## src/rtl/ecol_pkg.sv

```systemverilog
// Shared widths and pipeline record types for the elastic collision datapath.
package ecol_pkg;

  localparam int MW  = 16;        // mass width
  localparam int SW  = MW + 1;    // mass sum width
  localparam int VW  = 32;        // Q16.16 word
  localparam int DFW = VW + 1;    // difference width
  localparam int PW  = 2 * DFW;   // product of two differences
  localparam int TW  = PW + DFW;  // dot magnitude times a difference
  localparam int DW  = PW + SW;   // divisor width
  localparam int NW  = TW + SW;   // numerator width
  localparam int QW  = 35;        // quotient bits
  localparam int NL  = 4;         // correction terms per item

  typedef struct packed {
    logic                 valid;
    logic [MW-1:0]        ma;
    logic [MW-1:0]        mb;
    logic [SW-1:0]        msum;
    logic signed [VW-1:0] vax;
    logic signed [VW-1:0] vay;
    logic signed [VW-1:0] vbx;
    logic signed [VW-1:0] vby;
    logic [DFW-1:0]       adx;
    logic [DFW-1:0]       ady;
    logic                 neg_x;
    logic                 neg_y;
    logic                 dvx_neg;
    logic                 dvy_neg;
    logic                 dot_neg;
    logic                 coinc;
    logic                 bypass;
  } side_t;

  typedef struct packed {
    side_t                  side;
    logic [DW-1:0]          den;
    logic [NL-1:0][DW-1:0]  rem;
    logic [NL-1:0][QW-1:0]  low;
    logic [NL-1:0][QW-1:0]  q;
  } div_t;

endpackage

```

## src/rtl/ecol_mul.sv

```systemverilog
// Two-stage unsigned multiplier built from partial products of 32-bit slices of a.
module ecol_mul import ecol_pkg::*; #(
  parameter int AW = 33,
  parameter int BW = 33
) (
  input  logic             clk,
  input  logic [AW-1:0]    a,
  input  logic [BW-1:0]    b,
  output logic [AW+BW-1:0] p
);

  localparam int CW = 32;
  localparam int NC = (AW + CW - 1) / CW;
  localparam int RW = AW + BW;

  logic [NC*CW-1:0]   a_ext;
  logic [CW+BW-1:0]   pp [NC];
  logic [RW-1:0]      sum;

  assign a_ext = (NC*CW)'(a);

  always_ff @(posedge clk) begin
    for (int i = 0; i < NC; i++) begin
      pp[i] <= a_ext[i*CW +: CW] * b;
    end
  end

  always_comb begin
    sum = '0;
    for (int i = 0; i < NC; i++) begin
      sum = sum + (RW'(pp[i]) << (i * CW));
    end
  end

  always_ff @(posedge clk) begin
    p <= sum;
  end

endmodule

```

## config.mk

```make
export PLATFORM = sky130hd
export DESIGN_NAME = ecol_mul
export DESIGN_NICKNAME = d
export VERILOG_FILES = /design/src/rtl/ecol_pkg.sv /design/src/rtl/ecol_mul.sv
export SDC_FILE = /design/constraint.sdc
export NUM_CORES = 2
export LEC_CHECK = 0
export CORE_MARGIN = 4
export CORE_UTILIZATION = 35
export CTS_CLUSTER_SIZE = 10
export DETAILED_ROUTE_END_ITERATION = 7
export DONT_BUFFER_PORTS = 1
export PLACE_DENSITY_LB_ADDON = 0.3
export SYNTH_ARGS = -nofsm -noshare
export SYNTH_HDL_FRONTEND = slang
export SYNTH_SLANG_ARGS = --single-unit
export TNS_END_PERCENT = 100
```

## constraint.sdc

```tcl
create_clock -name clk -period 7 [get_ports clk]
set_clock_uncertainty 0.05 [all_clocks]
set_input_delay 0.7 -clock clk [delete_from_list [all_inputs] [get_ports clk]]
set_output_delay 0.7 -clock clk [all_outputs]
set_load 0.05 [all_outputs]
```

* After elaboration in Yosys (flattened, before gate mapping)
Memories as Yosys holds them, arrays and structs flattened. Index checks and enable logic that the tools add are counted.
Word-level totals: bits in registers 66, memory bits (writable) 130, input port bits 67, output and inout bits 66, memories kept 1
Operators by class: add/subtract/negate cells 1, multiply operators 2
Memory list:
- pp | words 2, bits a word 65, rd ports 2, clocked after Yosys merged registers in 0, wr ports 2, line ecol_mul.sv:17 | logic [CW+BW-1:0] pp [NC];
Operators by type and width (count):
- $add A65 B66 Y66 | 1
- $mul A32 B33 Y65 | 1
- $mul A1 B33 Y34 | 1

* Longest topological paths before layout
An unclocked memory read counts as a cell.
word-level depth 2, depth in mapped cells 28

* Worst setup path before layout
No wires, ideal clock.
path kind in2reg, start input b[13], end memory pp[0][61] (netlist bit), setup time 0.118 ns, arrival 7.371 ns, required time 6.832 ns, slack -0.539 ns, stages 26, path buffers 1, cells stage by stage clkbuf_1 and2_1 fa_1 fa_1 fa_1 inv_1 fa_1 inv_1 fa_1 inv_1 fa_1 inv_1 fa_1 inv_1 fa_1 inv_1 ha_1 a21oi_1 o21ai_0 or3_1 a21oi_2 o32ai_1 o31a_1 nor3b_1 o41a_1 xnor2_1
RTL lines:
- start: declaration | line ecol_mul.sv:8 | input logic [BW-1:0] b,
- end: declaration | line ecol_mul.sv:17

==> results.toml <==
[status]
status = "finished, violations left"
violations = "negative setup slack"

[yosys]
yosys.area.top_type_share_pct = 47.17
synth.distinct_cells = 56
ys_seq_elements = 164
synth_area_leaders = "fa_1 (47%), ha_1 (9.4%), inv_1 (9.0%)"
synthFlopType = "dfxtp_1"
synth_edf_count = 0
yosysMostFrequentCell = "inv_1"
syn_nets = 5596
synth_top_area_cell = "fa_1"
ys_warn_count = 0
ys_seq_area_share_pct = 8.345
synthTopCellsByCount = "inv_1 (945), fa_1 (927), nand2_1 (632)"
synth_cells = 4305
avgSynthCellArea_um2 = 9.139
syn_area_mm2 = 0.03934
synth-async-reset-ratio_pct = 0

[critical_path]
cp_max_fo = 33
critPathMaxStageDelay_ns = 0.56
cp_slowest_cell = "fa_1"
cp-start-kind = "input port"
crit_chain = "and2_4 > fa_1 > inv_1 > fa_1 > fa_1 > fa_1 > inv_1 > fa_1 > fa_1 > fa_1 > fa_1 > ha_4 > a21oi_2 > buf_6 > o21ai_2 > a2111oi_2 > buf_4 > a21oi_4 > or3b_4 > o211ai_1 > nand2_2 > or4_1 > and3_1"
crit_arrival_ns = 7.66
critical_path_class = "in -> reg"
cp-end-kind = "register"
crit_required_ns = 7.34
crit_top_cell = "fa_1"

[timing]
min_period_over_period_pct = 104.5
finalHoldViolCount = 0
max_freq_ghz = 0.1367
rsz0062_at_grt = "true"
setup_viol = 21
worst_slack_ns = -0.3163
slew_viol_final = 0
fin_crit_ns = 7.316
worst_slew_pin_slew_ns = 0.8558
max_slew_margin_pct = 42.34

[detailed_routing]
drtIter0Drc = 1568
drt_pass1_iterations = 7
ant_nets = 0
wl_met3_um = 7279
drc_errors = 0
wirelength_um = 116400
wl_met1_um = 46750
wl_met2_um = 56940
routed_via_density = 4.915
num_vias = 28560
routed.top_layer = "met4"
wl_per_cell_um = 20.03

[layout]
multi_input_area_mm2 = 0.03226
drive_above_1_share_pct = 8.007
fillers = 11230
seq_area_mm2 = 0.003283
stdcell_count = 5811
fin_nets = 5599
area_growth_syn_to_layout_pct = 10.09

[clocking]
cts_buffers = 17
insertion_delay_ns = 0.49
clock-sinks = 164
clkSlewWorstSetupHoldPaths_ns = 0.08
cts_root_buffer = "clkbuf_16"
cts_tree = "done"
holdBufCountCts = 0
clk_path_buf_depth = 2
htree_levels = 4

[floorplanning]
die_x_um = 343.3
die-area_mm2 = 0.1178
core-area_mm2 = 0.1111
initial_utilization_pct = 35.40
io_pins = 133
dieHeight_um = 343.3
row_count = 122

[placed_design]
place_congestion = 0.8612
placedCellCount = 5762
place_hpwl_um = 87450
pre_cts_ws_ns = -1.031
io_buffers = 0

[grt]
antenna_found_initial = 6
grt_overflow = 0
grt_use_total_pct = 20.32
first_global_vias = 31220
grt_pass1_wl_um = 183000
grt_max_degree = 34

[min_path]
min_path_type = "reg -> reg"

[flow_run]
max-cap-violations = 0
what timing repair did:
item / 4_1_cts / 5_1_grt
setup endpoints to repair: 29 / 32
pin swaps: 29 / 36
endpoints found under the hold margin: 0 / 0
buffers inserted: 3 / 18
gates resized for setup: 69 / 62
cell families (layout without fill, tap and decap cells):
| logic type | after synthesis | count (layout) | share of synthesized area (%) |
|---|---|---|---|
| AO/OA/AOI/OAI | 325 | 325 | 5.155 |
| XOR/XNOR | 89 | 89 | 1.981 |
| adder cells (fa/ha/maj) | 1224 | 1224 | 56.61 |
| buffers and inverters | 1177 | 1193 | 11.23 |
| flip-flops | 164 | 164 | 8.345 |
| multiplexers | 1 | 1 | 0.02544 |
| other | 0 | 2 | 0 |
| AND/OR/NAND/NOR | 1325 | 1325 | 16.65 |
worst max-delay path, delay by kind of cell:
| kind | cells | cell delay (ns) |
|---|---|---|
| adders and majority gates | 9 | 4.27 |
| and+or+nand+nor | 5 | 1.30 |
| AOI/OAI and AO/OA | 5 | 0.92 |
| buffers and inverters | 4 | 0.43 |
per-layer routing:
layer | track usage [%] | vias to the layer above
met5 | 0 | -
met4 | 8.829 | 0
met3 | 3.214 | 218
li1 | - | 12640
met1 | 25.51 | 14830
met2 | 34.71 | 875
final cells by class:
type                    count  area share, %
flip-flops and latches    164          7.580
clock inverters            13         0.3871
clock buffers              19          1.023
diodes                      2        0.01155
well taps                1488          4.298
repair buffers            216          4.030
inverters                 945          8.189
multi-input cells        2964          74.48
state kept, by name (all words and copies together) (netlist names):
register and count:
p 66, pp 98
through the flow:
step | area [um^2] | util (%) | hold WS [ns] | setup TNS (ns)
floorplan | 39540 | - | 0.2596 | -2.839
finish | 43310 | 38.98 | 0.2701 | -3.468
CTS | 42910 | 38.62 | 0.2565 | -1.428
global route | 43310 | 38.97 | 0.2718 | -8.303
detailed placement | 41970 | 37.77 | 0.2621 | -26.25
global placement | 41970 | 37.77 | 0.2621 | -26.83
path summary, 6_finish.rpt:
kind                            slack, ns  cells past startpoint                 to         startpoint
worst max-delay path                -0.32                     23  pp[0][56]$_DFF_P_               a[2]
worst min-delay path                 0.27                      0      p[14]$_DFF_P_  pp[0][14]$_DFF_P_
worst max register to register       3.61                     10      p[61]$_DFF_P_  pp[0][33]$_DFF_P_
worst min register to register       0.27                      0      p[14]$_DFF_P_  pp[0][14]$_DFF_P_
cell usage in the layout (no fill, tap or decap), types with 23 or more instances in the layout:
master / netlist / layout
a21o_1: 54 / 54
a21oi_1: 112 / 96
and2_1: 527 / 518
buf_4: 0 / 191
dfxtp_1: 164 / 164
fa_1: 927 / 921
ha_1: 297 / 290
inv_1: 945 / 938
nand2_1: 632 / 629
nand3_1: 25 / 23
nor2_1: 51 / 49
o21ai_0: 65 / 56
xnor2_1: 64 / 61
Power is not shown: default switching activity piles up to over one toggle a cycle in this logic, so the estimate is an artifact.
