===== src/rtl/ecol_pkg.sv =====
// Shared widths and pipeline record types for the elastic collision datapath.
package ecol_pkg;

  localparam int MW  = 16;        // mass width
  localparam int SW  = MW + 1;    // mass sum width
  localparam int VW  = 32;        // Q16.16 word
  localparam int DFW = VW + 1;    // difference width
  localparam int PW  = 2 * DFW;   // product of two differences
  localparam int TW  = PW + DFW;  // dot magnitude times a difference
  localparam int DW  = PW + SW;   // divisor width
  localparam int NW  = TW + SW;   // numerator width
  localparam int QW  = 35;        // quotient bits
  localparam int NL  = 4;         // correction terms per item

  typedef struct packed {
    logic                 valid;
    logic [MW-1:0]        ma;
    logic [MW-1:0]        mb;
    logic [SW-1:0]        msum;
    logic signed [VW-1:0] vax;
    logic signed [VW-1:0] vay;
    logic signed [VW-1:0] vbx;
    logic signed [VW-1:0] vby;
    logic [DFW-1:0]       adx;
    logic [DFW-1:0]       ady;
    logic                 neg_x;
    logic                 neg_y;
    logic                 dvx_neg;
    logic                 dvy_neg;
    logic                 dot_neg;
    logic                 coinc;
    logic                 bypass;
  } side_t;

  typedef struct packed {
    side_t                  side;
    logic [DW-1:0]          den;
    logic [NL-1:0][DW-1:0]  rem;
    logic [NL-1:0][QW-1:0]  low;
    logic [NL-1:0][QW-1:0]  q;
  } div_t;

endpackage


===== src/rtl/ecol_cell.sv =====
// One restoring-division step for all four correction terms of an item.
module ecol_cell import ecol_pkg::*; (
  input  logic clk,
  input  logic rst,
  input  div_t d_in,
  output div_t d_out
);

  div_t       nxt;
  logic [DW:0] r2;
  logic        ge;

  always_comb begin
    nxt = d_in;
    r2  = '0;
    ge  = 1'b0;
    for (int l = 0; l < NL; l++) begin
      r2 = {d_in.rem[l], d_in.low[l][QW-1]};
      ge = (r2 >= {1'b0, d_in.den});
      nxt.rem[l] = ge ? DW'(r2 - {1'b0, d_in.den}) : DW'(r2);
      nxt.low[l] = d_in.low[l] << 1;
      nxt.q[l]   = {d_in.q[l][QW-2:0], ge};
    end
    // Reset empties the cell by dropping its valid flag.
    nxt.side.valid = d_in.side.valid & ~rst;
  end

  always_ff @(posedge clk) begin
    d_out <= nxt;
  end

endmodule

===== config.mk =====
export PLATFORM = sky130hd
export DESIGN_NAME = ecol_cell
export DESIGN_NICKNAME = d
export VERILOG_FILES = /design/src/rtl/ecol_pkg.sv /design/src/rtl/ecol_cell.sv
export SDC_FILE = /design/constraint.sdc
export NUM_CORES = 2
export LEC_CHECK = 0
export BUFFER_PORTS_ARGS = -buffer_cell sky130_fd_sc_hd__buf_2
export CAP_MARGIN = 20
export CORE_AREA = 3 3 746 748
export CTS_CLUSTER_DIAMETER = 60
export DETAILED_ROUTE_END_ITERATION = 7
export DIE_AREA = 0 0 749 751
export GPL_ROUTABILITY_DRIVEN = 0
export SYNTH_ARGS = -nofsm -noshare
export SYNTH_HDL_FRONTEND = slang
export SYNTH_SLANG_ARGS = --single-unit

===== constraint.sdc =====
create_clock -name clk -period 4.93 [get_ports clk]
set_input_delay 0.2465 -clock clk [delete_from_list [all_inputs] [get_ports clk]]
set_output_delay 0.2465 -clock clk [all_outputs]
set_load 0.02 [all_outputs]

Word level (Yosys, flattened, before mapping). Cells that the tools add are included.

Logic and storage cells: 44. Output and inout port bits: 946. Flip-flop bits (word level): 942.

Bitwise logic cells: 2. Multiplexer cells: 4. $lt $le $gt $ge: 4. $add $sub $neg: 4.

Operators with widths (count): greater-or-equal comparator 84 x 83 -> 1 bit (4); two-way mux 83 bit (4); subtractor 83 bit (4); AND 1 bit (1); NOT 1 bit (1).

Depth between registers and ports, before layout.
Word-level depth: 2. Gate-level depth with buffers: 17. Depth with buffers taken out: 14.

Worst setup path after synthesis. Ideal clock, no wire load.

Path kind: input to register. Start: input port d_in[279] (netlist bit). End: register d_out[582] (netlist bit). Setup time: 0.121 ns. Stages on the path: 14. Arrival time: 3.281 ns. Setup slack: 1.528 ns. Path buffers: 1. Required time: 4.809 ns. Cell sequence: inv_1 -> ha_1 -> fa_1 -> nor2b_1 -> o31ai_1 -> a311oi_1 -> a211o_1 -> nor4_1 -> o31a_1 -> o31ai_2 -> a41oi_2 -> buf_2 -> clkinv_1 -> mux2_2.

RTL lines: from (decl) (line ecol_cell.sv:5) `input div_t d_in,`; to (signal assigned) (line ecol_cell.sv:29) `d_out <= nxt;`; to (decl) (line ecol_cell.sv:6) `output div_t d_out`.

==> key figures <==
Power
  • Reg power frac: 0.281
  • Switching part of the total: 0.3858
  • Psw: around 12 mW
  • Gate power share: 0.314
  • Max VDD drop: roughly 0.25 mV
  • PwrDens: about 380 mW/mm^2
  • Internal Pwr Total: between 15 and 20 mW
  • Clock power frac: 0.405
  • LEAKAGE: around 36 nW

Final layout
  • Most frequent cells in the layout: 1885 x buf_2, 1422 x dlygate4sd3_1, 942 x dfxtp_1
  • Post-layout util: 0.1527
  • Area Growth Syn to Fin: 95.09%
  • Share of cells above drive strength 1: 0.2988
  • Max FFs per register: around 940
  • Fin nets: roughly 9700
  • Most common cell after layout, fill and taps aside: buf_2
  • Regs by FF count: d_out x942
  • Largest Register: d_out

Detailed routing
  • DRC: 0
  • Final wirelength: about 490 mm
  • Initial DRC count: around 5000
  • First-pass detailed-route iteration total: 8
  • Routed Antenna Nets: 0
  • Vias per inst: roughly 3.5
  • Vias post-DR: approximately 56000
  • Routed length per instance: just over 30 microns

Timing
  • Fin Setup TNS: 0 ns
  • Worst slew margin: 0.3328
  • Fmax: approximately 210 MHz
  • Min cycle time layout: 4.796 ns
  • Slew @ Worst Pin: 0.9964 ns
  • Final worst-path cycle share: 0.9728
  • Max Slew Vio Count: 0
  • Hold Violations, Final: 0
  • Setup Viol. Count Final: 0
  • RSZ-0062 raised after global routing: no

Clocking
  • CTS H-tree depth: 4
  • Setup bufs post-CTS: 0
  • CTS Sinks: between 900 and 1000
  • CTS Root Cell: clkbuf_16
  • Clock slew at reported path FFs: approximately 0.060 ns
  • CTS Buf Count: approximately 170
  • Clock Tree Buf Depth: 4
  • CTS tree: built

Floorplan
  • Die Wd: around 750 microns
  • Std-Cell Core Area: approximately 0.55 sq mm
  • Cell row count: ~270
  • Starting Density: 0.07829
  • Die area: 0.5625 sq mm
  • Die height: approximately 750 microns
  • # IOs: ~1900

Setup path
  • Worst Setup SP: d_in[612]
  • Worst Path Required: around 5.7 ns
  • WS Path Type: input pin to register
  • Worst Path Arrival: 5.59 ns
  • CP Launch Type: input pin
  • Crit Path Max Fanout: 28
  • Critical Path End Type: register

Global route
  • GRT Total Usage: 0.1653
  • Initial antenna violation count: approximately 290
  • Vias in the first global route: around 55000
  • Grt total ovfl: 0
  • First-pass GRT wire length: ~600 mm
  • Maximum number of pins on one net before global-route repair: 93

Yosys
  • Post-synth EDFFs: 0
  • Warnings, synthesis: 0
  • Post-synth top flop: dfxtp_1
  • Synth unique cells: 92
  • Synthesized netlist cell count: between 4000 and 5000
  • Cell area after synthesis: around 0.043 sq mm
  • Async SR Flop Fraction: 0
  • Mean Syn Cell Area: between 8 and 9 sq um
  • Number of synthesized register bits: between 900 and 1000
  • Sequential share of the synthesized area: 0.4369

Run status
  • Status: complete, no violations

Flow run
  • Max-cap violations: 0

Hold path
  • Worst Min Path Start: d_in[695]
  • Hold crit path type: input pin to register

Place
  • Port bufs: around 1900
  • DP HPWL: 422.9 mm
[Yosys cell counts, types with 25 or more instances]
cell / n / area share
nand3_1: 70 / 0.0081
o21a_1: 44 / 0.0077
nor2b_1: 34 / 0.0049
dfxtp_1: 942 / 0.44
ha_1: 332 / 0.096
a21o_1: 200 / 0.035
clkbuf_1: 168 / 0.015
nand2b_1: 39 / 0.0057
a211oi_1: 25 / 0.0043
o21bai_1: 73 / 0.013
o21ai_0: 507 / 0.059
nor2_1: 212 / 0.018
o211ai_1: 26 / 0.0045
nand2_1: 590 / 0.051
a31oi_1: 45 / 0.0065
xor2_1: 133 / 0.027
nor3_1: 61 / 0.0071
o31ai_1: 26 / 0.0045
inv_1: 185 / 0.016
xnor2_1: 172 / 0.035
nand4_1: 119 / 0.017
nor4_1: 28 / 0.0041
a21oi_1: 409 / 0.047
and3_1: 42 / 0.0061
[layout make-up]
type | count | area, sq um
Clock buffer | 207 | 4742
Tap cell | 7287 | 9117
Multi-Input combinational cell | 3505 | 22790
Timing Repair Buffer | 3607 | 26200
Sequential cell | 942 | 18860
Inverter | 189 | 709.4
Fill cell | 62000 | 467100
Antenna cell | 181 | 452.9
Clock inverter | 111 | 1341
[critical path, cell delays in order]
cell           delay [ns]
dlygate4sd3_1        0.55
buf_2                0.21
ha_1                 0.24
fa_1                 0.41
nor2b_1              0.21
o31ai_1              0.12
a311oi_1             0.28
a211o_1              0.27
nor4_1               0.08
buf_4                0.17
o31a_1               0.32
buf_12               0.15
o31ai_4              0.49
a41oi_4              0.24
buf_12               0.22
nand2_1              0.10
dlygate4sd3_1        0.54
o21ai_0              0.08
dlygate4sd3_1        0.57
[layer usage]
layer / track usage / routed length (microns) / vias up
met4: 0.1256 / 46980 / 124
met2: 0.2592 / 212100 / 3650
li1: - / - / 24730
met1: 0.1567 / 159300 / 25920
met5: 0.01291 / 1768 / -
met3: 0.1010 / 70920 / 1297
[kinds of logic after synthesis]
family | count (synthesis) | share of synthesized area
AND/OR/NAND/NOR | 1304 | 0.1412
adder cells (fa/ha/maj) | 336 | 0.09810
multiplexers | 18 | 0.004551
other | 1 | 0.00008688
AO/OA/AOI/OAI | 1538 | 0.2199
XOR/XNOR | 305 | 0.06189
flip-flops | 942 | 0.4369
buffers and inverters | 405 | 0.03739
[path summary, 6_finish.rpt]
kind,cells after the start,to,slack (ns)
max,19,d_out[558],0.13
min,2,d_out[695],0.06
[through the flow]
stage / hold WS, ns / instances / setup WS (ns) / power [mW] / cell area, sq um
after floorplan: 0.2742 / 4852 / 1.528 / 12.70 / 43170
after detailed placement: 0.3501 / 14110 / 0.2260 / 17.76 / 63420
after CTS: 0.001469 / 15850 / 0.06628 / 32.09 / 83730
after global routing: 0.01953 / 15940 / 0.003637 / 33.02 / 83990
after global placement: 0.3495 / 14110 / 0.2181 / 17.78 / 63420
final: 0.05756 / 16030 / 0.1339 / 31.77 / 84210
[power groups by stage]
stage	clock [mW]	combinational [mW]	sequential (mW)
floorplan	0	2.71	9.99
global placement	0	8.71	9.08
detailed placement	0	8.69	9.07
CTS	13.3	9.89	8.93
global route	13.5	10.5	8.98
finish	12.9	9.96	8.93
[timing repair]
item / CTS / global route
hold buffers: 1422 / 0
endpoints found under the hold margin: 939 / 0
endpoints found under the setup margin: 0 / 6
resized for setup: 0 / 5
No activity file was read; power rests on OpenSTA's default activity.
